--- src/hw/rtl/rcw_pkg.sv ---
package rcw_pkg;

    // Configuration register indexes.
    localparam int CFG_INDEX_W = 8;
    localparam logic [CFG_INDEX_W-1:0] CFG_PLAYER_X = 8'd0;
    localparam logic [CFG_INDEX_W-1:0] CFG_PLAYER_Y = 8'd1;

    // Smallest perpendicular distance, 0.1 in Q16.16 rounded to nearest.
    localparam logic [31:0] PERP_MIN   = 32'd6554;
    localparam logic [19:0] HEIGHT_MAX = 20'hFFFFF;
    localparam logic [27:0] Q28_MAX    = 28'hFFFFFFF;

    // Texture step divider: texture height in Q13.16 over the wall height.
    localparam int STEP_NUM_W = 29;
    localparam int STEP_DEN_W = 20;

    typedef struct packed {
        logic [11:0]        column;
        logic               hit_side;
        logic [31:0]        acc_dist_x;
        logic [31:0]        acc_dist_y;
        logic [31:0]        cell_step_x;
        logic [31:0]        cell_step_y;
        logic signed [20:0] ray_dx;
        logic signed [20:0] ray_dy;
        logic [12:0]        tex_width;
        logic [12:0]        tex_height;
    } in_item_t;

    // Column data once the texture column is known.
    typedef struct packed {
        logic [11:0] column;
        logic [11:0] texel_column;
        logic [12:0] tex_height;
        logic [31:0] perp;
    } front_t;

    // Column data once the rows are known.
    typedef struct packed {
        logic [11:0] column;
        logic [19:0] wall_height;
        logic [9:0]  draw_start;
        logic [9:0]  draw_end;
        logic [11:0] texel_column;
        logic [19:0] t2;
    } row_t;

    typedef struct packed {
        logic [27:0] texel_start;
        logic [27:0] texel_step;
        logic [11:0] texel_column;
        logic [9:0]  draw_end;
        logic [9:0]  draw_start;
        logic [19:0] wall_height;
        logic [11:0] out_column;
    } out_item_t;

endpackage

--- src/hw/rtl/rcw_tail.sv ---
module rcw_tail (
    input  logic                              aclk,
    input  logic                              aresetn,
    input  logic                              in_valid,
    output logic                              in_ready,
    input  logic [rcw_pkg::STEP_NUM_W-1:0]    in_quo,
    input  rcw_pkg::row_t                     in_item,
    output logic                              out_valid,
    input  logic                              out_ready,
    output rcw_pkg::out_item_t                out_item
);

    logic               v1_reg, v2_reg;
    logic               rdy1, rdy2;
    rcw_pkg::row_t      row_reg;
    logic [27:0]        step_reg;
    logic [47:0]        prod_reg;
    rcw_pkg::out_item_t out_reg, out_next;
    logic [27:0]        step;
    logic [47:0]        prod_w;

    assign rdy2     = !v2_reg || out_ready;
    assign rdy1     = !v1_reg || rdy2;
    assign in_ready = rdy1;

    // A zero wall height divides by zero, which yields all ones and saturates.
    assign step   = in_quo[28] ? rcw_pkg::Q28_MAX : in_quo[27:0];
    assign prod_w = in_item.t2 * step;

    always_comb begin
        out_next.out_column   = row_reg.column;
        out_next.wall_height  = row_reg.wall_height;
        out_next.draw_start   = row_reg.draw_start;
        out_next.draw_end     = row_reg.draw_end;
        out_next.texel_column = row_reg.texel_column;
        out_next.texel_step   = step_reg;
        out_next.texel_start  = (|prod_reg[47:29]) ? rcw_pkg::Q28_MAX : prod_reg[28:1];
    end

    assign out_valid = v2_reg;
    assign out_item  = out_reg;

    always_ff @(posedge aclk) begin
        if (!aresetn) begin
            v1_reg <= 1'b0;
            v2_reg <= 1'b0;
        end else begin
            if (rdy1) v1_reg <= in_valid;
            if (rdy2) v2_reg <= v1_reg;
        end
    end

    always_ff @(posedge aclk) begin
        if (rdy1) begin
            row_reg  <= in_item;
            step_reg <= step;
            prod_reg <= prod_w;
        end
        if (rdy2) out_reg <= out_next;
    end

endmodule

--- config.mk ---
export PLATFORM = sky130hd
export DESIGN_NAME = rcw_tail
export DESIGN_NICKNAME = d
export VERILOG_FILES = /design/src/hw/rtl/rcw_pkg.sv /design/src/hw/rtl/rcw_tail.sv
export SDC_FILE = /design/constraint.sdc
export NUM_CORES = 2
export LEC_CHECK = 0
export BUFFER_PORTS_ARGS = -buffer_cell sky130_fd_sc_hd__buf_2
export CORE_MARGIN = 2
export CORE_UTILIZATION = 41
export CTS_BUF_LIST = sky130_fd_sc_hd__clkbuf_4
export DETAILED_ROUTE_END_ITERATION = 6
export HOLD_SLACK_MARGIN = 0.05
export SETUP_SLACK_MARGIN = 0.15
export SYNTH_ARGS = -nofsm -noshare
export SYNTH_HDL_FRONTEND = slang
export SYNTH_SLANG_ARGS = --single-unit
--- constraint.sdc ---
create_clock -name aclk -period 15.9 [get_ports aclk]
set_input_delay 1.59 -clock aclk [delete_from_list [all_inputs] [get_ports aclk]]
set_output_delay 1.59 -clock aclk [all_outputs]
set_load 0.05 [all_outputs]
After elaboration in Yosys (flattened, before gate mapping)
Index checks and enable logic that the tools add are counted.
- add/subtract/negate cells: 0
- multiply operators: 1
- div/mod/pow operators: 0
- $lt $le $gt $ge: 0
- equality and inequality tests: 0
- shift-type cells: 0
- mux-type cells: 1
- bitwise operators: 0
- reductions and logical operators: 5
- operators by type and width (kind ; number):
    20-bit by 28-bit multiplier with 48-bit output ; 1
    28-bit 2-to-1 mux ; 1
    19-bit OR reduction ; 1
    1-bit logical NOT ; 2
    1-bit logical OR ; 2
- register bits: 262
- latch bits: 0
- RAM bits: 0
- memory bits (read-only): 0
- input bits: 117
- output and inout bits: 122
- memories kept: 0

Longest topological paths before layout
- depth after elaboration: 3
- depth in mapped cells: 29
- depth with buffers taken out: 26

Least setup slack after synthesis
Ideal clock, no wire load.
- path type: input port to flip-flop
- from: input in_quo[28] in the netlist's numbering
- to: register prod_reg[45], data pin
- arrival: 7.879 ns
- required time: 15.645 ns
- slack: 7.766 ns
- stages: 27
- cell sequence: clkbuf_1 -> or2_2 -> clkbuf_1 -> and2_1 -> fa_1 -> fa_1 -> inv_1 -> fa_1 -> inv_1 -> fa_1 -> inv_1 -> fa_1 -> inv_1 -> fa_1 -> inv_1 -> fa_1 -> inv_1 -> ha_1 -> a21oi_1 -> o21ai_0 -> a31oi_1 -> o211ai_2 -> a41oi_1 -> o21ai_1 -> a21oi_1 -> o21ai_0 -> and3_1
- longest elaborated chain between the ends: 2
- ends and longest elaborated chain (what ; line ; source):
    from (decl) ; rcw_tail.sv:6 ; input logic [rcw_pkg::STEP_NUM_W-1:0] in_quo,
    28-bit 2-to-1 mux ; rcw_tail.sv:27 ; assign step = in_quo[28] ? rcw_pkg::Q28_MAX : in_quo[27:0];
    20-bit by 28-bit multiplier with 48-bit output ; rcw_tail.sv:28 ; assign prod_w = in_item.t2 * step;
    via prod_w[45] ; rcw_tail.sv:20 ; logic [47:0] prod_w;
    to (signal assigned) ; rcw_tail.sv:57 ; prod_reg <= prod_w;
    to (decl) ; rcw_tail.sv:17 ; logic [47:0] prod_reg;
The timed path passes the listed nets, and every way through them passes these cells.
A chain may end at the register's enable or synchronous reset.

Final worst setup path
Same ends and word-level chain as after synthesis.

==> flow_summary.ini <==
[cts]
cts_resized = 0
clockBufferDepth = 3
cts_buffers = 71
root_buffer = clkbuf_4
cts_sinks = 261
cts_tree = built
htreeDepth = 3
cts_setup_buffers = 0
cts.clk_slew.worst_paths_ns = 0.07
cts_hold_buf = 0
clkLatencyLatePin_ns = 0.75

[sta]
post-route-period-util_pct = 51.77
maxSlewViolCount = 0
tightest_slew_ns = 1.050
relSlewSlack_pct = 29.99
setup_violations = 0
finalSetupTns_ns = 0
rsz0062_at_grt = false
clock_skew_ns = 0.04144
clock.fmax_mhz = 121.5
fin_crit_ns = 8.232
hold_violations = 0

[global_routing]
grt_pass1_vias = 19000
grt_use_total_pct = 20.70
grt_pass1_wl_um = 106100
overflow = 0
grt_max_degree = 72
antenna_found_initial = 8

[placement]
numPortBuffers = 238
hpwl_um = 49570
gp_routability_congestion = 0.8978

[run]
drv_cap = 0

[die]
start_util_pct = 41.23
rows = 93
die_h_um = 257.9
num_io_pins = 239
die_w_um = 257.9
coreArea_um2 = 64120
die_area_um2 = 66520

[detailed_routing]
wl_um = 66810
antenna_left = 0
first_pass_iters = 5
viasPerCell = 4.964
drc = 0
vias = 17380
wire_per_inst_um = 19.08
drtIter0Drc = 1240

[logic_synthesis]
syn_inst = 2410
syn-cell-area_um2 = 26430
synth.avg_cell_area_um2 = 10.97
synth_flop_cell = edfxtp_1
ys_types = 48
ys_warn_count = 0
seq_area_frac_synth_pct = 29.58
async_flop_share_pct = 0
synthesis.nets = 3149
synth-edff-count = 259
ys_ff_latch = 261

[finish]
area_delta_synth_final_pct = 10.46
nets = 3337
largest_reg_flops = 120
drive_above_1_share_pct = 14.73
nFillCells = 6000

[critical_path]
arrival_ns = 8.70
end_kind = flip-flop
crit_fanout = 28
slowest_stage = or2_2
crit_required_ns = 16.37
crit_top_cell = fa_1
slowest_delay_ns = 0.54
critPathKind = input port to flip-flop
start_kind = input port

[min_path]
hold_path_class = flip-flop to flip-flop

[outcome]
status = completed
==> path summary, 6_finish.rpt <==
path | startpoint | to | slack, ns | depth (start not counted)
worst min register to register | step_reg[19] | out_item[83] | 0.40 | 0
worst max-delay path | in_quo[28] | prod_reg[45] | 7.67 | 26
worst min-delay path | step_reg[19] | out_item[83] | 0.40 | 0
worst max register to register | out_valid | step_reg[15] | 13.29 | 3
==> final cells by class <==
type | instances | area [um2] | area share [%]
multi-input combinational | 1532 | 16310 | 55.86
sequential | 261 | 7818 | 26.78
inverter | 490 | 1842 | 6.308
timing repair buffer | 242 | 1221 | 4.183
tap | 855 | 1070 | 3.664
clock buffer | 95 | 713.2 | 2.443
clock inverter | 21 | 207.7 | 0.7114
antenna | 6 | 15.01 | 0.05142
==> through the flow <==
step           std cells  setup WS, ns  hold slack [ns]  util (%)  instance area, um2
2_1_floorplan       2410         7.766           0.4003         -               26430
4_1_cts             3496         7.738           0.4015     45.51               29180
6_report            3502         7.668           0.4045     45.54               29200
3_5_place_dp        3380         6.924           0.4045     44.08               28260
3_3_place_gp        3380         6.936           0.4001     44.08               28260
5_1_grt             3501         7.363           0.4209     45.53               29190
==> critical path: cells and delay by family <==
family | cells | cell delay (ns)
compound gates | 8 | 1.72
fa+ha+maj | 8 | 3.72
buf+inv | 7 | 0.74
simple gates | 3 | 0.92
==> metal layers <==
metal  vias to the layer above  share of wire (%)  track usage [%]
met5                         -                  0                0
met1                      8963                 44            28.16
met3                       101                5.6            3.033
li1                       7732                  -                -
met4                         0                2.5            6.872
met2                       588                 48            34.15
==> Yosys cell counts (2+ instances only) <==
cell	number	area (um2)
nor2_1	17	63.81
inv_1	490	1839
nor3_1	3	15.01
and2_1	299	1871
a21oi_2	2	17.52
o21a_1	4	30.03
or2_2	29	181.4
edfxtp_1	259	7777
a21oi_1	46	230.2
nor4_1	6	37.54
a221oi_2	2	30.03
o31a_1	2	17.52
nand3_1	8	40.04
clkbuf_1	111	416.7
buf_1	15	56.30
xor2_1	18	157.7
o211ai_1	5	37.54
dfxtp_1	2	40.04
a31oi_1	5	31.28
xnor2_1	29	254.0
o21ba_1	2	20.02
a21o_1	22	165.2
ha_1	158	1977
nor2b_1	5	31.28
nand2_1	302	1134
a211oi_1	4	30.03
and3_1	9	56.30
a211o_1	3	26.28
nand4_1	7	43.79
o21ai_1	9	45.04
nand2b_1	29	181.4
o21bai_1	5	37.54
o21ai_0	25	125.1
fa_1	464	9289
==> kinds of logic after synthesis <==
kind of cell / synth area share (%)
DFF: 29.58
buffers and inverters: 8.767
xor gates and xnor gates: 1.557
AOI/OAI and AO/OA: 3.569
adders and majority gates: 42.62
and+or+nand+nor: 13.91
==> layout by cell type (no fill, tap or decap), drive strengths merged, types with 3 or more instances in the layout <==
master / netlist / layout
a211o: 3 / 3
a211oi: 5 / 5
a21o: 22 / 22
a21oi: 48 / 48
a31oi: 5 / 5
and2: 299 / 299
and3: 9 / 9
buf: 16 / 242
bufinv: 0 / 4
clkbuf: 111 / 95
clkinv: 0 / 14
diode: 0 / 6
edfxtp: 259 / 259
fa: 464 / 464
ha: 158 / 158
inv: 490 / 492
nand2: 302 / 302
nand2b: 29 / 29
nand3: 8 / 8
nand4: 7 / 7
nor2: 17 / 17
nor2b: 5 / 5
nor3: 3 / 3
nor4: 6 / 6
o211ai: 6 / 6
o21a: 4 / 4
o21ai: 34 / 34
o21bai: 5 / 5
or2: 29 / 29
xnor2: 29 / 29
xor2: 18 / 18
Power is not shown: default switching activity piles up to over one toggle a cycle in this logic, so the estimate is an artifact.
