$ cat src/hw/rtl/rcw_div.sv
module rcw_div #(
    parameter int NUM_W = 29,
    parameter int DEN_W = 32,
    parameter int PAY_W = 8
) (
    input  logic             aclk,
    input  logic             aresetn,
    input  logic             in_valid,
    output logic             in_ready,
    input  logic [NUM_W-1:0] in_num,
    input  logic [DEN_W-1:0] in_den,
    input  logic [PAY_W-1:0] in_pay,
    output logic             out_valid,
    input  logic             out_ready,
    output logic [NUM_W-1:0] out_quo,
    output logic [PAY_W-1:0] out_pay
);

    // One quotient bit per stage, most significant first.
    logic             v_reg   [0:NUM_W-1];
    logic [DEN_W-1:0] rem_reg [0:NUM_W-1];
    logic [NUM_W-1:0] quo_reg [0:NUM_W-1];
    logic [NUM_W-1:0] num_reg [0:NUM_W-1];
    logic [DEN_W-1:0] den_reg [0:NUM_W-1];
    logic [PAY_W-1:0] pay_reg [0:NUM_W-1];
    logic             rdy     [0:NUM_W];

    assign rdy[NUM_W] = out_ready;
    assign in_ready   = rdy[0];
    assign out_valid  = v_reg[NUM_W-1];
    assign out_quo    = quo_reg[NUM_W-1];
    assign out_pay    = pay_reg[NUM_W-1];

    for (genvar k = 0; k < NUM_W; k++) begin : g_stage
        logic             p_v;
        logic [DEN_W-1:0] p_rem;
        logic [NUM_W-1:0] p_quo;
        logic [NUM_W-1:0] p_num;
        logic [DEN_W-1:0] p_den;
        logic [PAY_W-1:0] p_pay;
        logic [DEN_W:0]   trial;
        logic [DEN_W:0]   diff;
        logic             ge;
        logic [DEN_W-1:0] rem_next;
        logic [NUM_W-1:0] quo_next;

        if (k == 0) begin : g_first
            assign p_v   = in_valid;
            assign p_rem = '0;
            assign p_quo = '0;
            assign p_num = in_num;
            assign p_den = in_den;
            assign p_pay = in_pay;
        end else begin : g_next
            assign p_v   = v_reg[k-1];
            assign p_rem = rem_reg[k-1];
            assign p_quo = quo_reg[k-1];
            assign p_num = num_reg[k-1];
            assign p_den = den_reg[k-1];
            assign p_pay = pay_reg[k-1];
        end

        assign rdy[k] = !v_reg[k] || rdy[k+1];

        always_comb begin
            trial    = {p_rem, p_num[NUM_W-1-k]};
            diff     = trial - {1'b0, p_den};
            ge       = (trial >= {1'b0, p_den});
            rem_next = ge ? diff[DEN_W-1:0] : trial[DEN_W-1:0];
            quo_next = p_quo;
            quo_next[NUM_W-1-k] = ge;
        end

        always_ff @(posedge aclk) begin
            if (!aresetn) begin
                v_reg[k] <= 1'b0;
            end else if (rdy[k]) begin
                v_reg[k] <= p_v;
            end
        end

        always_ff @(posedge aclk) begin
            if (rdy[k]) begin
                rem_reg[k] <= rem_next;
                quo_reg[k] <= quo_next;
                num_reg[k] <= p_num;
                den_reg[k] <= p_den;
                pay_reg[k] <= p_pay;
            end
        end
    end

endmodule

$ cat config.mk
export PLATFORM = sky130hd
export DESIGN_NAME = rcw_div
export DESIGN_NICKNAME = d
export VERILOG_FILES = /design/src/hw/rtl/rcw_div.sv
export SDC_FILE = /design/constraint.sdc
export NUM_CORES = 2
export LEC_CHECK = 0
export BUFFER_PORTS_ARGS = -buffer_cell sky130_fd_sc_hd__buf_2
export CAP_MARGIN = 25
export CORE_MARGIN = 3
export CORE_UTILIZATION = 60
export CTS_BUF_LIST = sky130_fd_sc_hd__clkbuf_8
export CTS_CLUSTER_DIAMETER = 100
export DETAILED_ROUTE_END_ITERATION = 7
export PLACE_DENSITY = 0.78
export SLEW_MARGIN = 30
export SYNTH_ARGS = -nofsm -noshare
export SYNTH_HDL_FRONTEND = slang
export SYNTH_SLANG_ARGS = --single-unit
$ cat constraint.sdc
create_clock -name aclk -period 47 [get_ports aclk]
set_input_delay 4.7 -clock aclk [delete_from_list [all_inputs] [get_ports aclk]]
set_output_delay 4.7 -clock aclk [all_outputs]
set_load 0.02 [all_outputs]
# Word level (Yosys, flattened, before mapping)
# Memories as Yosys holds them, arrays and structs flattened.
# Index checks and enable logic that the tools add are counted.
[totals]
memories = 6
register_bits = 0
ramBits = 3799
inputBits = 73
word_cells = 326
output_inout_bits = 39
[memory_table]
columns = ["name", "words", "word_bits", "read_ports", "rd_ports_with_merged_regs", "wr", "line_no", "text"]
rows = [
  ["den_reg", 29, 32, 28, 0, 29, "24", "logic [DEN_W-1:0] den_reg [0:NUM_W-1];"],
  ["rem_reg", 29, 32, 28, 0, 29, "21", "logic [DEN_W-1:0] rem_reg [0:NUM_W-1];"],
  ["num_reg", 29, 29, 28, 0, 29, "23", "logic [NUM_W-1:0] num_reg [0:NUM_W-1];"],
  ["quo_reg", 29, 29, 29, 0, 29, "22", "logic [NUM_W-1:0] quo_reg [0:NUM_W-1];"],
  ["pay_reg", 29, 8, 29, 0, 29, "25", "logic [PAY_W-1:0] pay_reg [0:NUM_W-1];"],
  ["v_reg", 29, 1, 29, 0, 29, "20", "logic v_reg [0:NUM_W-1];"],
]
[classes]
n_reduce_logical = 58
bitwise_logic = 29
n_addsub = 29
n_lt_le_gt_ge = 29
muxes = 175
[ops]
columns = ["operator", "n"]
rows = [
  ["$mux W32", 29],
  ["$ge A33 B32 Y1", 28],
  ["$sub A32 B32 Y32", 28],
  ["$mux W1", 146],
  ["$ge A1 B32 Y1", 1],
  ["$sub A1 B32 Y32", 1],
  ["$logic_not A1 Y1", 29],
  ["$logic_or A1 B1 Y1", 29],
  ["$or A1 B1 Y1", 29],
]

# Longest topological paths before layout
# An unclocked memory read counts as a cell.
[depth]
word_depth = 35
ltp_mapped = 14
ltp_nobuf = 13

# Worst setup path after synthesis
# OpenSTA, ideal clock, no wires.
[synth_timing]
kind = "in2out"
start = "input out_ready"
end = "output in_ready"
cell_stages = 13
arrival_ps = 18192
setup_slack_ps = 24108
t_required_ps = 42300
n_path_buf = 1
cell_sequence = "and3b_1 -> clkbuf_1 -> nand4_1 -> nor2_1 -> inv_1 -> nor2_1 -> and4_1 -> and3_1 -> inv_1 -> nor2_1 -> inv_1 -> nor2_1 -> nand3_1"
[synth_rtl]
columns = ["element", "line_no", "text"]
rows = [
  ["from (decl)", "14", "input logic out_ready,"],
  ["to (decl)", "9", "output logic in_ready,"],
]

==> flow_metrics.py <==
metrics = {
    "status": {
        "status": "finished clean",
    },
    "sta": {
        "skew_ns": 0.106,
        "post-route-period-util_pct": 32.1,
        "rsz0062_at_grt": "false",
        "fin_crit_ns": 15.07,
        "timing.fmax_ghz": 0.0663,
        "finalMaxSlewViolations": 0,
        "slew_headroom_pct": 35.5,
        "finalHoldViolCount": 0,
        "setup_tns_ns": 0,
        "finalSetupViolCount": 0,
        "tightest_slew_ns": 0.959,
    },
    "critical_path": {
        "crit_buf_inv": 7,
        "cp_max_fo": 51,
        "cp-start-kind": "input port",
        "crit_path_end_kind": "output pin",
        "cp_data_arrival_time_ns": 10.37,
        "crit_required_ns": 42.30,
        "cp_cell_sequence": "buf_2, and3b_1, nand4_1, nor2_1, inv_4, nor2_1, and4_1, and3_1, inv_4, nor2_2, inv_4, nor2_1, buf_4, nand3_4, buf_4, buf_2",
        "worst_path_dominant_cell_family": "simple AND/OR/NAND/NOR gates",
        "worstSetupPathType": "in -> out",
        "crit_path_top_delay_cell": "nor2_1",
        "crit_path_max_incr_delay_ns": 0.63,
    },
    "cells_and_area": {
        "nets": 12883,
        "final_area_um2": 156000,
        "areaGrowthSynthToFinish_pct": 9.49,
        "layout-drive-gt1-share_pct": 9.66,
    },
    "clocking": {
        "cts-root-buf": "clkbuf_8",
        "numCtsBuffers": 469,
        "path_clk_slew_ns": 0.05,
        "post_cts_buffers": 0,
        "clk_latency_ns": 1.11,
        "cts_sinks": 2894,
        "h-tree-depth": 5,
        "cts_tree": "yes",
        "cts.path.max_buffers": 4,
        "ctsHoldBuffers": 0,
        "cts_resized": 0,
    },
    "synth": {
        "ys.flop_type": "edfxtp_1",
        "syn_area_per_cell_um2": 12.5,
        "ys_warn_count": 0,
        "ys_seq_elements": 2894,
        "synth_nets": 12420,
        "async_reset_ff_share_pct": 0,
        "synth-edff-count": 2893,
        "synth_cell_type_count": 91,
        "seq_area_frac_synth_pct": 61.1,
        "syn_area_um2": 142000,
        "synth_cells": 11422,
    },
    "power": {
        "p_leak_nw": 68.4,
        "ir_worst_vdd_v": 0.0000341,
        "power.density_nw_per_um2": 38.4,
    },
    "route": {
        "routed_wl_um": 332000,
        "initialDrtViolationCount": 8640,
        "routed_via_density": 5.92,
        "via_count": 91173,
        "ant_nets": 0,
        "drc": 0,
        "wl_per_cell_um": 21.6,
        "dr.pass1.iters": 8,
    },
    "job": {
        "drv_cap": 0,
    },
    "placed_design": {
        "portBuffers": 111,
        "gp_congestion": 0.961,
        "hpwl_um": 248000,
        "placed_area_um2": 147000,
    },
    "global_routing": {
        "grt_pass1_vias": 88636,
        "grt_start_max_net_pins": 80,
        "gr-total-overflow": 0,
        "antenna_found_initial": 15,
        "grt_pass1_wl_um": 508000,
        "grt_use_total_pct": 26.9,
    },
    "die": {
        "core_area_um2": 236000,
        "die_h_um": 493,
        "die_area_um2": 243000,
        "rows": 178,
        "initial_utilization_pct": 60.4,
        "die_w_um": 493,
        "num_io_pins": 112,
    },
    "min_path": {
        "hold_path_class": "reg -> reg",
    },
}
[logic make-up after synthesis]
| logic type | synth area share (%) |
|---|---|
| buf+inv | 3.62 |
| xor+xnor | 4.08 |
| simple gates | 8.29 |
| mux | 2.12 |
| flops | 61.1 |
| compound gates | 12.6 |
| fa+ha+maj | 8.27 |
[metrics by stage]
stage | setup WS [ns] | cells | utilization (%) | power (mW) | hold slack (ns)
after detailed placement | 31.62 | 14561 | 62.3 | 3.97 | 0.405
after global routing | 31.69 | 15406 | 66.1 | 6.26 | 0.368
after floorplan | 24.11 | 11422 | - | 3.73 | 0.400
final | 31.93 | 15406 | 66.1 | 5.99 | 0.361
after CTS | 31.54 | 15391 | 66.1 | 6.03 | 0.344
after global placement | 31.71 | 14560 | 62.3 | 3.94 | 0.401
[final cells by class]
| cell class | instances | area [µm²] |
|---|---|---|
| sequential | 2894 | 86900 |
| fill | 17249 | 79800 |
| multi-input combinational | 7169 | 50600 |
| clock buffer | 471 | 6480 |
| inverter | 1170 | 4420 |
| tap | 3150 | 3940 |
| clock inverter | 359 | 2280 |
| timing repair buffer | 181 | 1160 |
| antenna | 12 | 30.0 |
[worst register-to-register path, stage by stage (launching register included)]
cell and delay [ns]:
edfxtp_1 0.36, and3b_1 0.38, nand4_1 0.21, nor2_1 0.55, inv_4 0.47, nor2_1 0.64, and4_1 0.39, and3_1 0.34
inv_4 0.19, nor2_2 0.56, inv_4 0.36, nor2_1 0.46, buf_4 0.29, nand3_4 0.34, buf_6 0.39
[metal layers]
layer	wire, µm	global-route usage (%)	part of all wire, %
met2	155000	43.0	47
met4	11200	9.05	3.4
met1	143000	37.8	43
met3	22600	4.31	6.8
met5	11	0	0.0033
[layout by cell type (no fill, tap or decap), drive strengths merged, types with 101 or more instances in the layout]
cell type / synthesis / final
o21ai: 829 / 829
mux2: 240 / 240
nor3: 132 / 132
nor2b: 113 / 113
nand3: 147 / 147
a21o: 353 / 353
a21oi: 688 / 688
nand2b: 117 / 117
edfxtp: 2893 / 2893
inv: 1170 / 1307
o21a: 199 / 199
nor2: 577 / 577
xnor2: 374 / 374
clkinv: 0 / 178
nand2: 897 / 897
nand4: 124 / 124
ha: 898 / 898
xor2: 289 / 289
and3: 101 / 101
clkbuf: 137 / 471
buf: 52 / 181
[final timing paths]
| check | cells past startpoint | slack [ns] | startpoint | end |
|---|---|---|---|---|
| worst max-delay path | 16 | 31.93 | out_ready | in_ready |
| worst min-delay path | 0 | 0.36 | num_reg[0][123]$_DFFE_PP_ | num_reg[0][152]$_DFFE_PP_ |
| worst max register to register | 14 | 40.52 | v_reg[1][12]$_DFFE_PP_ | rem_reg[0][88]$_DFFE_PP_ |
| worst min register to register | 0 | 0.36 | num_reg[0][123]$_DFFE_PP_ | num_reg[0][152]$_DFFE_PP_ |
[Yosys cell counts, types with 30 or more instances]
cell type     n  area (µm²)
a211oi_1     98         736
a21boi_0     45         338
a21o_1      353        2650
a21oi_1     686        3430
a31o_2       43         377
a31oi_1      56         350
and2_1       50         313
and3_1      101         632
and4_1       35         307
buf_2        32         160
clkbuf_1    136         510
edfxtp_1   2893       86900
ha_1        898       11200
inv_1      1169        4390
mux2_2      237        2670
mux2i_1      30         300
nand2_1     897        3370
nand2b_1    117         732
nand3_1     147         736
nand4_1     124         776
nor2_1      577        2170
nor2b_1     113         707
nor3_1      132         661
nor4_1       45         282
o211ai_1     42         315
o21a_1      199        1490
o21ai_0     823        4120
o21bai_1     99         743
o31a_1       34         298
o31ai_1      72         541
or2_2        43         269
or3_1        44         275
xnor2_1     374        3280
xor2_1      289        2530
[power breakdown]
group	internal [mW]	switching (mW)	total, mW
Clock	1.08	0.978	2.05
Combinational	0.358	0.486	0.844
Sequential	3.00	0.0973	3.09
Total	4.43	1.56	5.99
Note: power is estimated with default switching activity, not from simulation.
