==> src/hw/rtl/rcw_pkg.sv <==
package rcw_pkg;

    // Configuration register indexes.
    localparam int CFG_INDEX_W = 8;
    localparam logic [CFG_INDEX_W-1:0] CFG_PLAYER_X = 8'd0;
    localparam logic [CFG_INDEX_W-1:0] CFG_PLAYER_Y = 8'd1;

    // Smallest perpendicular distance, 0.1 in Q16.16 rounded to nearest.
    localparam logic [31:0] PERP_MIN   = 32'd6554;
    localparam logic [19:0] HEIGHT_MAX = 20'hFFFFF;
    localparam logic [27:0] Q28_MAX    = 28'hFFFFFFF;

    // Texture step divider: texture height in Q13.16 over the wall height.
    localparam int STEP_NUM_W = 29;
    localparam int STEP_DEN_W = 20;

    typedef struct packed {
        logic [11:0]        column;
        logic               hit_side;
        logic [31:0]        acc_dist_x;
        logic [31:0]        acc_dist_y;
        logic [31:0]        cell_step_x;
        logic [31:0]        cell_step_y;
        logic signed [20:0] ray_dx;
        logic signed [20:0] ray_dy;
        logic [12:0]        tex_width;
        logic [12:0]        tex_height;
    } in_item_t;

    // Column data once the texture column is known.
    typedef struct packed {
        logic [11:0] column;
        logic [11:0] texel_column;
        logic [12:0] tex_height;
        logic [31:0] perp;
    } front_t;

    // Column data once the rows are known.
    typedef struct packed {
        logic [11:0] column;
        logic [19:0] wall_height;
        logic [9:0]  draw_start;
        logic [9:0]  draw_end;
        logic [11:0] texel_column;
        logic [19:0] t2;
    } row_t;

    typedef struct packed {
        logic [27:0] texel_start;
        logic [27:0] texel_step;
        logic [11:0] texel_column;
        logic [9:0]  draw_end;
        logic [9:0]  draw_start;
        logic [19:0] wall_height;
        logic [11:0] out_column;
    } out_item_t;

endpackage

==> src/hw/rtl/rcw_front.sv <==
module rcw_front (
    input  logic             aclk,
    input  logic             aresetn,
    input  logic [31:0]      player_x,
    input  logic [31:0]      player_y,
    input  logic             in_valid,
    output logic             in_ready,
    input  rcw_pkg::in_item_t in_item,
    output logic             out_valid,
    input  logic             out_ready,
    output rcw_pkg::front_t  out_item
);

    typedef struct packed {
        logic [11:0] column;
        logic        mirror;
        logic [15:0] base16;
        logic [31:0] dir;
        logic [31:0] perp;
        logic [12:0] tw;
        logic [12:0] th;
    } f1_t;

    typedef struct packed {
        logic [11:0] column;
        logic        mirror;
        logic [31:0] frac;
        logic [31:0] perp;
        logic [12:0] tw;
        logic [12:0] th;
    } f3_t;

    typedef struct packed {
        logic [11:0] column;
        logic        mirror;
        logic [12:0] txp;
        logic [31:0] perp;
        logic [12:0] tw;
        logic [12:0] th;
    } f4_t;

    logic v1_reg, v2_reg, v3_reg, v4_reg;
    logic rdy1, rdy2, rdy3, rdy4;
    f1_t  s1_reg, s1_next;
    f1_t  s2_reg;
    logic [31:0] prod_reg;
    f3_t  s3_reg, s3_next;
    f4_t  s4_reg, s4_next;

    logic signed [32:0] diff;
    logic [63:0]        prod_w;
    logic [44:0]        tex_w;
    logic               dx_pos;
    logic               dy_neg;
    logic [11:0]        tx;

    assign rdy4     = !v4_reg || out_ready;
    assign rdy3     = !v3_reg || rdy4;
    assign rdy2     = !v2_reg || rdy3;
    assign rdy1     = !v1_reg || rdy2;
    assign in_ready = rdy1;

    // Stage 1: perpendicular distance, hit axis and mirror decision.
    always_comb begin
        if (in_item.hit_side) begin
            diff = $signed({1'b0, in_item.acc_dist_y}) - $signed({1'b0, in_item.cell_step_y});
        end else begin
            diff = $signed({1'b0, in_item.acc_dist_x}) - $signed({1'b0, in_item.cell_step_x});
        end
        dx_pos = !in_item.ray_dx[20] && (in_item.ray_dx != '0);
        dy_neg = in_item.ray_dy[20];
        s1_next.column = in_item.column;
        s1_next.perp   = (diff <= 0) ? rcw_pkg::PERP_MIN : diff[31:0];
        s1_next.mirror = (!in_item.hit_side && dx_pos) || (in_item.hit_side && dy_neg);
        s1_next.base16 = in_item.hit_side ? player_x[15:0] : player_y[15:0];
        s1_next.dir    = in_item.hit_side ? {{11{in_item.ray_dx[20]}}, in_item.ray_dx}
                                          : {{11{in_item.ray_dy[20]}}, in_item.ray_dy};
        s1_next.tw     = in_item.tex_width;
        s1_next.th     = in_item.tex_height;
    end

    // Stage 2 multiplies, stage 3 adds the position, stage 4 scales by width.
    assign prod_w = s1_reg.perp * s1_reg.dir;

    always_comb begin
        s3_next.column = s2_reg.column;
        s3_next.mirror = s2_reg.mirror;
        s3_next.frac   = {s2_reg.base16, 16'd0} + prod_reg;
        s3_next.perp   = s2_reg.perp;
        s3_next.tw     = s2_reg.tw;
        s3_next.th     = s2_reg.th;
    end

    assign tex_w = s3_reg.frac * s3_reg.tw;

    always_comb begin
        s4_next.column = s3_reg.column;
        s4_next.mirror = s3_reg.mirror;
        s4_next.txp    = tex_w[44:32];
        s4_next.perp   = s3_reg.perp;
        s4_next.tw     = s3_reg.tw;
        s4_next.th     = s3_reg.th;
    end

    // Mirroring wraps within twelve bits.
    assign tx = s4_reg.mirror ? (s4_reg.tw[11:0] - s4_reg.txp[11:0] - 12'd1)
                              : s4_reg.txp[11:0];

    always_comb begin
        out_item.column       = s4_reg.column;
        out_item.texel_column = tx;
        out_item.tex_height   = s4_reg.th;
        out_item.perp         = s4_reg.perp;
    end
    assign out_valid = v4_reg;

    always_ff @(posedge aclk) begin
        if (!aresetn) begin
            v1_reg <= 1'b0;
            v2_reg <= 1'b0;
            v3_reg <= 1'b0;
            v4_reg <= 1'b0;
        end else begin
            if (rdy1) v1_reg <= in_valid;
            if (rdy2) v2_reg <= v1_reg;
            if (rdy3) v3_reg <= v2_reg;
            if (rdy4) v4_reg <= v3_reg;
        end
    end

    always_ff @(posedge aclk) begin
        if (rdy1) s1_reg <= s1_next;
        if (rdy2) begin
            s2_reg   <= s1_reg;
            prod_reg <= prod_w[31:0];
        end
        if (rdy3) s3_reg <= s3_next;
        if (rdy4) s4_reg <= s4_next;
    end

endmodule

==> config.mk <==
export PLATFORM = sky130hd
export DESIGN_NAME = rcw_front
export DESIGN_NICKNAME = d
export VERILOG_FILES = /design/src/hw/rtl/rcw_pkg.sv /design/src/hw/rtl/rcw_front.sv
export SDC_FILE = /design/constraint.sdc
export NUM_CORES = 2
export LEC_CHECK = 0
export BUFFER_PORTS_ARGS = -buffer_cell sky130_fd_sc_hd__buf_2
export CAP_MARGIN = 25
export CORE_ASPECT_RATIO = 1.5
export CORE_UTILIZATION = 60
export CTS_CLUSTER_SIZE = 20
export DETAILED_ROUTE_END_ITERATION = 8
export PLACE_DENSITY = 0.77
export SLEW_MARGIN = 10
export SYNTH_ARGS = -nofsm -noshare
export SYNTH_HDL_FRONTEND = slang
export SYNTH_SLANG_ARGS = --single-unit
export TNS_END_PERCENT = 50
==> constraint.sdc <==
create_clock -name aclk -period 8.3 [get_ports aclk]
set_clock_uncertainty 0.05 [all_clocks]
set_input_delay 2.075 -clock aclk [delete_from_list [all_inputs] [get_ports aclk]]
set_output_delay 2.075 -clock aclk [all_outputs]
set_load 0.02 [all_outputs]
Word-level counts from Yosys, hierarchy flattened. Index checks and enable logic that the tools add are counted.

Register bits after elaboration: 427. Bits in read-only memories: 0. Memories: 0. Bits in latches: 0. RAM bits: 0.

Multipliers: 2. Add/subtract/negate cells: 5. $lt $le $gt $ge: 1. Mux-type cells: 4. Shifts and indexed selects: 0. Reductions and logical operators: 15. Bitwise operators: 0. Equality and inequality tests: 0. Divide/modulo/power cells: 0.

Operators by type and width (number): $sub 32x32->33 (2); $mul 32x13->44 (1); $le 33x1->1 const B (1); $mux 33 (1); $add 32x32->32 (1); $mul 32x32->32 (1); $mux 32 (1); $reduce_bool 21->1 (1); $mux 16 (1); $mux 12 (1); $sub 12x1->12 const B (1); $sub 12x12->12 (1); $logic_not 1->1 (6); $logic_or 1x1->1 (5); $logic_and 1x1->1 (3).

Logic depth before layout (Yosys ltp).
Depth in word-level cells: 5. Depth in mapped cells: 29.

Worst setup path after synthesis. No wires, ideal clock.

Path type: register to register. From: register s1_reg[61] in the netlist's numbering. To: register prod_reg[30], data pin. Required time: 7.992 ns. Path slack: 0.941 ns. Setup time: 0.258 ns. Stages on the path, launching flop included: 26. Arrival time: 7.052 ns. Cell sequence: edfxtp_1 clkbuf_1 clkbuf_1 and2_1 fa_1 inv_1 fa_1 fa_1 fa_1 inv_1 fa_1 inv_1 fa_1 inv_1 fa_1 fa_1 ha_1 a21o_1 a2111o_1 a311oi_2 o21ai_1 and2_1 or4_4 a31o_1 a21oi_2 xnor2_1.

Longest elaborated chain between the ends: 1.

RTL lines: from (decl) (RTL line rcw_front.sv:44) `f1_t s1_reg, s1_next;`; from (signal assigned) (RTL line rcw_front.sv:132) `if (rdy1) s1_reg <= s1_next;`; $mul 32x32->32 (RTL line rcw_front.sv:83) `assign prod_w = s1_reg.perp * s1_reg.dir;`; net prod_w[30] (RTL line rcw_front.sv:51) `logic [63:0] prod_w;`; to (signal assigned) (RTL line rcw_front.sv:135) `prod_reg <= prod_w[31:0];`; to (decl) (RTL line rcw_front.sv:46) `logic [31:0] prod_reg;`.

The timed path passes the listed nets, and every way through them passes these cells. A chain may end at the register's enable or synchronous reset.

Final worst setup path.
From: register s1_reg[66] in the netlist's numbering. To: register prod_reg[30], data pin.

The elaborated chain is that of the path after synthesis.

==> metrics <==
clk_lat worst skew ~0.62 ns; wire per inst 20.0 µm; Die H about 340 µm; synth warn 0; Final Core Density 0.657; ys flop type edfxtp_1; Max Root-Sink Buffers 3; largest net degree at the start of global routing 74; hold_buf cts 0; met2 wire len 60700 µm; post-DP HPWL 87700 µm; CTS resizes 0; reg2reg path depth 25; WL met1 36900 µm; Post-synth ARST share 0; pre-CTS WS ~0.34 ns; Crit path arrival time roughly 8.3 ns; Hold Vio Cnt, Final 0; min Tclk post-route 7.96 ns; slowest stage cell, crit path edfxtp_1; Nets 5803; Initial Util 0.605; area occupied by multi-input gates 0.0289 mm²; drt pass-1 iters 6; sequential fraction of the synthesis area 0.274; chip width roughly 230 µm; Max FO, Critical Path 15; Total GRT Usage 0.301; Synth cell types 80; post-CTS setup buffers 0; vias per inst around 5.6; number of synthesized flops with an enable pin approximately 410; initial drt markers between 1500 and 2000; max_cap viols 0; filler cell count 5768; clock buffer count from CTS 41; residual DRC count 0; RSZ-0062 raised after global routing false; vias in the first global route 34100; I/O Buffers 315; status completed; first-pass GRT wire length 176000 µm; max reg flops about 110; Setup CP Type flop to flop; final setup fails 0; min-delay src s3_reg[44]; Final Non-Filler Cells 5535; initial antenna violation count 5; CP Capture Type flop; Seq. cell area 0.0125 mm²; H-tree levels 2; highest clock rate 0.126 GHz; gr ovfl total 0; top sig layer met5; number of register bits inferred by synthesis 416; worst slew pin tran 1.07 ns; Syn Area/Cell 10.5 µm²; Root Buffer clkbuf_16; CTS tree yes; Routability Congestion 0.950; clock-pin slew on the worst setup and hold paths 0.07 ns; Hold EP out_item[18]; reg-to-reg setup timing slack 0.34 ns; Top cell by count, worst path fa_1; met3 wire len 5100 µm; syn nets about 5600; RR Endpoint prod_reg[30]; most frequent cells in the layout inv_1, fa_1, nand2_1, edfxtp_1, and2_1; DR vias ~31000; FF-to-FF Start s1_reg[66]; dpl cells 5458; worst min-delay path category flop to flop; Largest delay share family, worst path adder cells; Core Region 0.0749 mm²; Buf+Inv Stages, Crit Path 6; Hold Path Stages 0; Final period util 0.959; Cells after Synth 4309; Slew HR 0.283; share of post-route cells with drive strength above 1 0.116; Die Area ~0.077 mm²; CP required ~8.6 ns; FP Rows between 100 and 150; setup tns final 0 ns; CP max stage delay 0.78 ns; most common cell after layout, fill and taps aside inv_1; worst setup path start s1_reg[66]; synthesized area 0.0454 mm²; final worst slack 0.337 ns; Final ANT Viol Nets 0; DRT Wirelength approximately 110000 µm; Ports 348; Setup crit start kind flop; clk sinks 416; Synth-to-Final Area Change 8.50%; Pins Over Slew Limit 0
[worst max-delay path by stage]
stage	end	slack, ns	cells after the start
finish	prod_reg[30]	0.34	25
global route	prod_reg[30]	0.02	25
CTS	prod_reg[30]	0.35	25
detailed placement	prod_reg[30]	0.34	25
global placement	prod_reg[30]	0.43	25
floorplan	prod_reg[30]	0.94	25
[logic make-up (layout without fill, tap and decap cells)]
logic type | after synthesis | in the layout | synth area share
buffers and inverters | 1032 | 1255 | 0.0901
adder cells (fa/ha/maj) | 1024 | 1024 | 0.403
multiplexers | 52 | 52 | 0.0125
XOR/XNOR | 160 | 160 | 0.0309
AND/OR/NAND/NOR | 1236 | 1236 | 0.132
AO/OA/AOI/OAI | 389 | 389 | 0.0569
flip-flops | 416 | 416 | 0.274
other | 0 | 3 | 0
[through the flow]
stage                     hold slack [ns]  instance area (µm²)
after floorplan                     0.350                45400
after global placement              0.350                47700
after detailed placement            0.355                47700
after CTS                           0.310                49200
after global routing                0.330                49200
final                               0.318                49200
[per-layer routing]
metal,track usage,vias to the layer above
met2,0.571,1132
met3,0.0302,413
met4,0.190,2
met1,0.311,15700
li1,-,13800
met5,0,-
[cell usage after synthesis, types with 5 or more instances]
library cell,number,area [µm²]
inv_1,793,2980
fa_1,731,14600
nand2_1,607,2280
edfxtp_1,412,12400
and2_1,368,2300
ha_1,293,3670
clkbuf_1,181,679
xnor2_1,123,1080
a21oi_1,97,485
nor2_1,96,360
o21ai_0,64,320
buf_4,57,428
a21o_1,54,405
mux2_2,38,428
nor3_1,37,185
xor2_1,37,324
nand3_1,29,145
o21a_1,25,188
o21ai_1,19,95.1
nor2b_1,18,113
o21bai_1,18,135
a211oi_1,17,128
mux2i_1,14,140
a31oi_1,11,68.8
and3_1,11,68.8
and4_1,9,78.8
nand2b_1,9,56.3
nand4_1,8,50.1
o211ai_1,8,60.1
nor4_1,7,43.8
a311oi_1,6,52.6
nor3b_1,6,45.0
o31a_1,6,52.6
a31o_2,5,43.8
nand3b_1,5,37.5
or3_1,5,31.3
[cell type report]
class | count | share of cell area
Multi-Input combinational cell | 2861 | 0.586
Sequential cell | 416 | 0.253
Timing Repair Buffer | 389 | 0.0443
Tap cell | 1000 | 0.0254
Inverter | 793 | 0.0605
Clock buffer | 43 | 0.0210
Clock inverter | 30 | 0.00930
Antenna cell | 3 | 0.000152
Power is not shown: default switching activity piles up to over one toggle a cycle in this logic, so the estimate is an artifact.
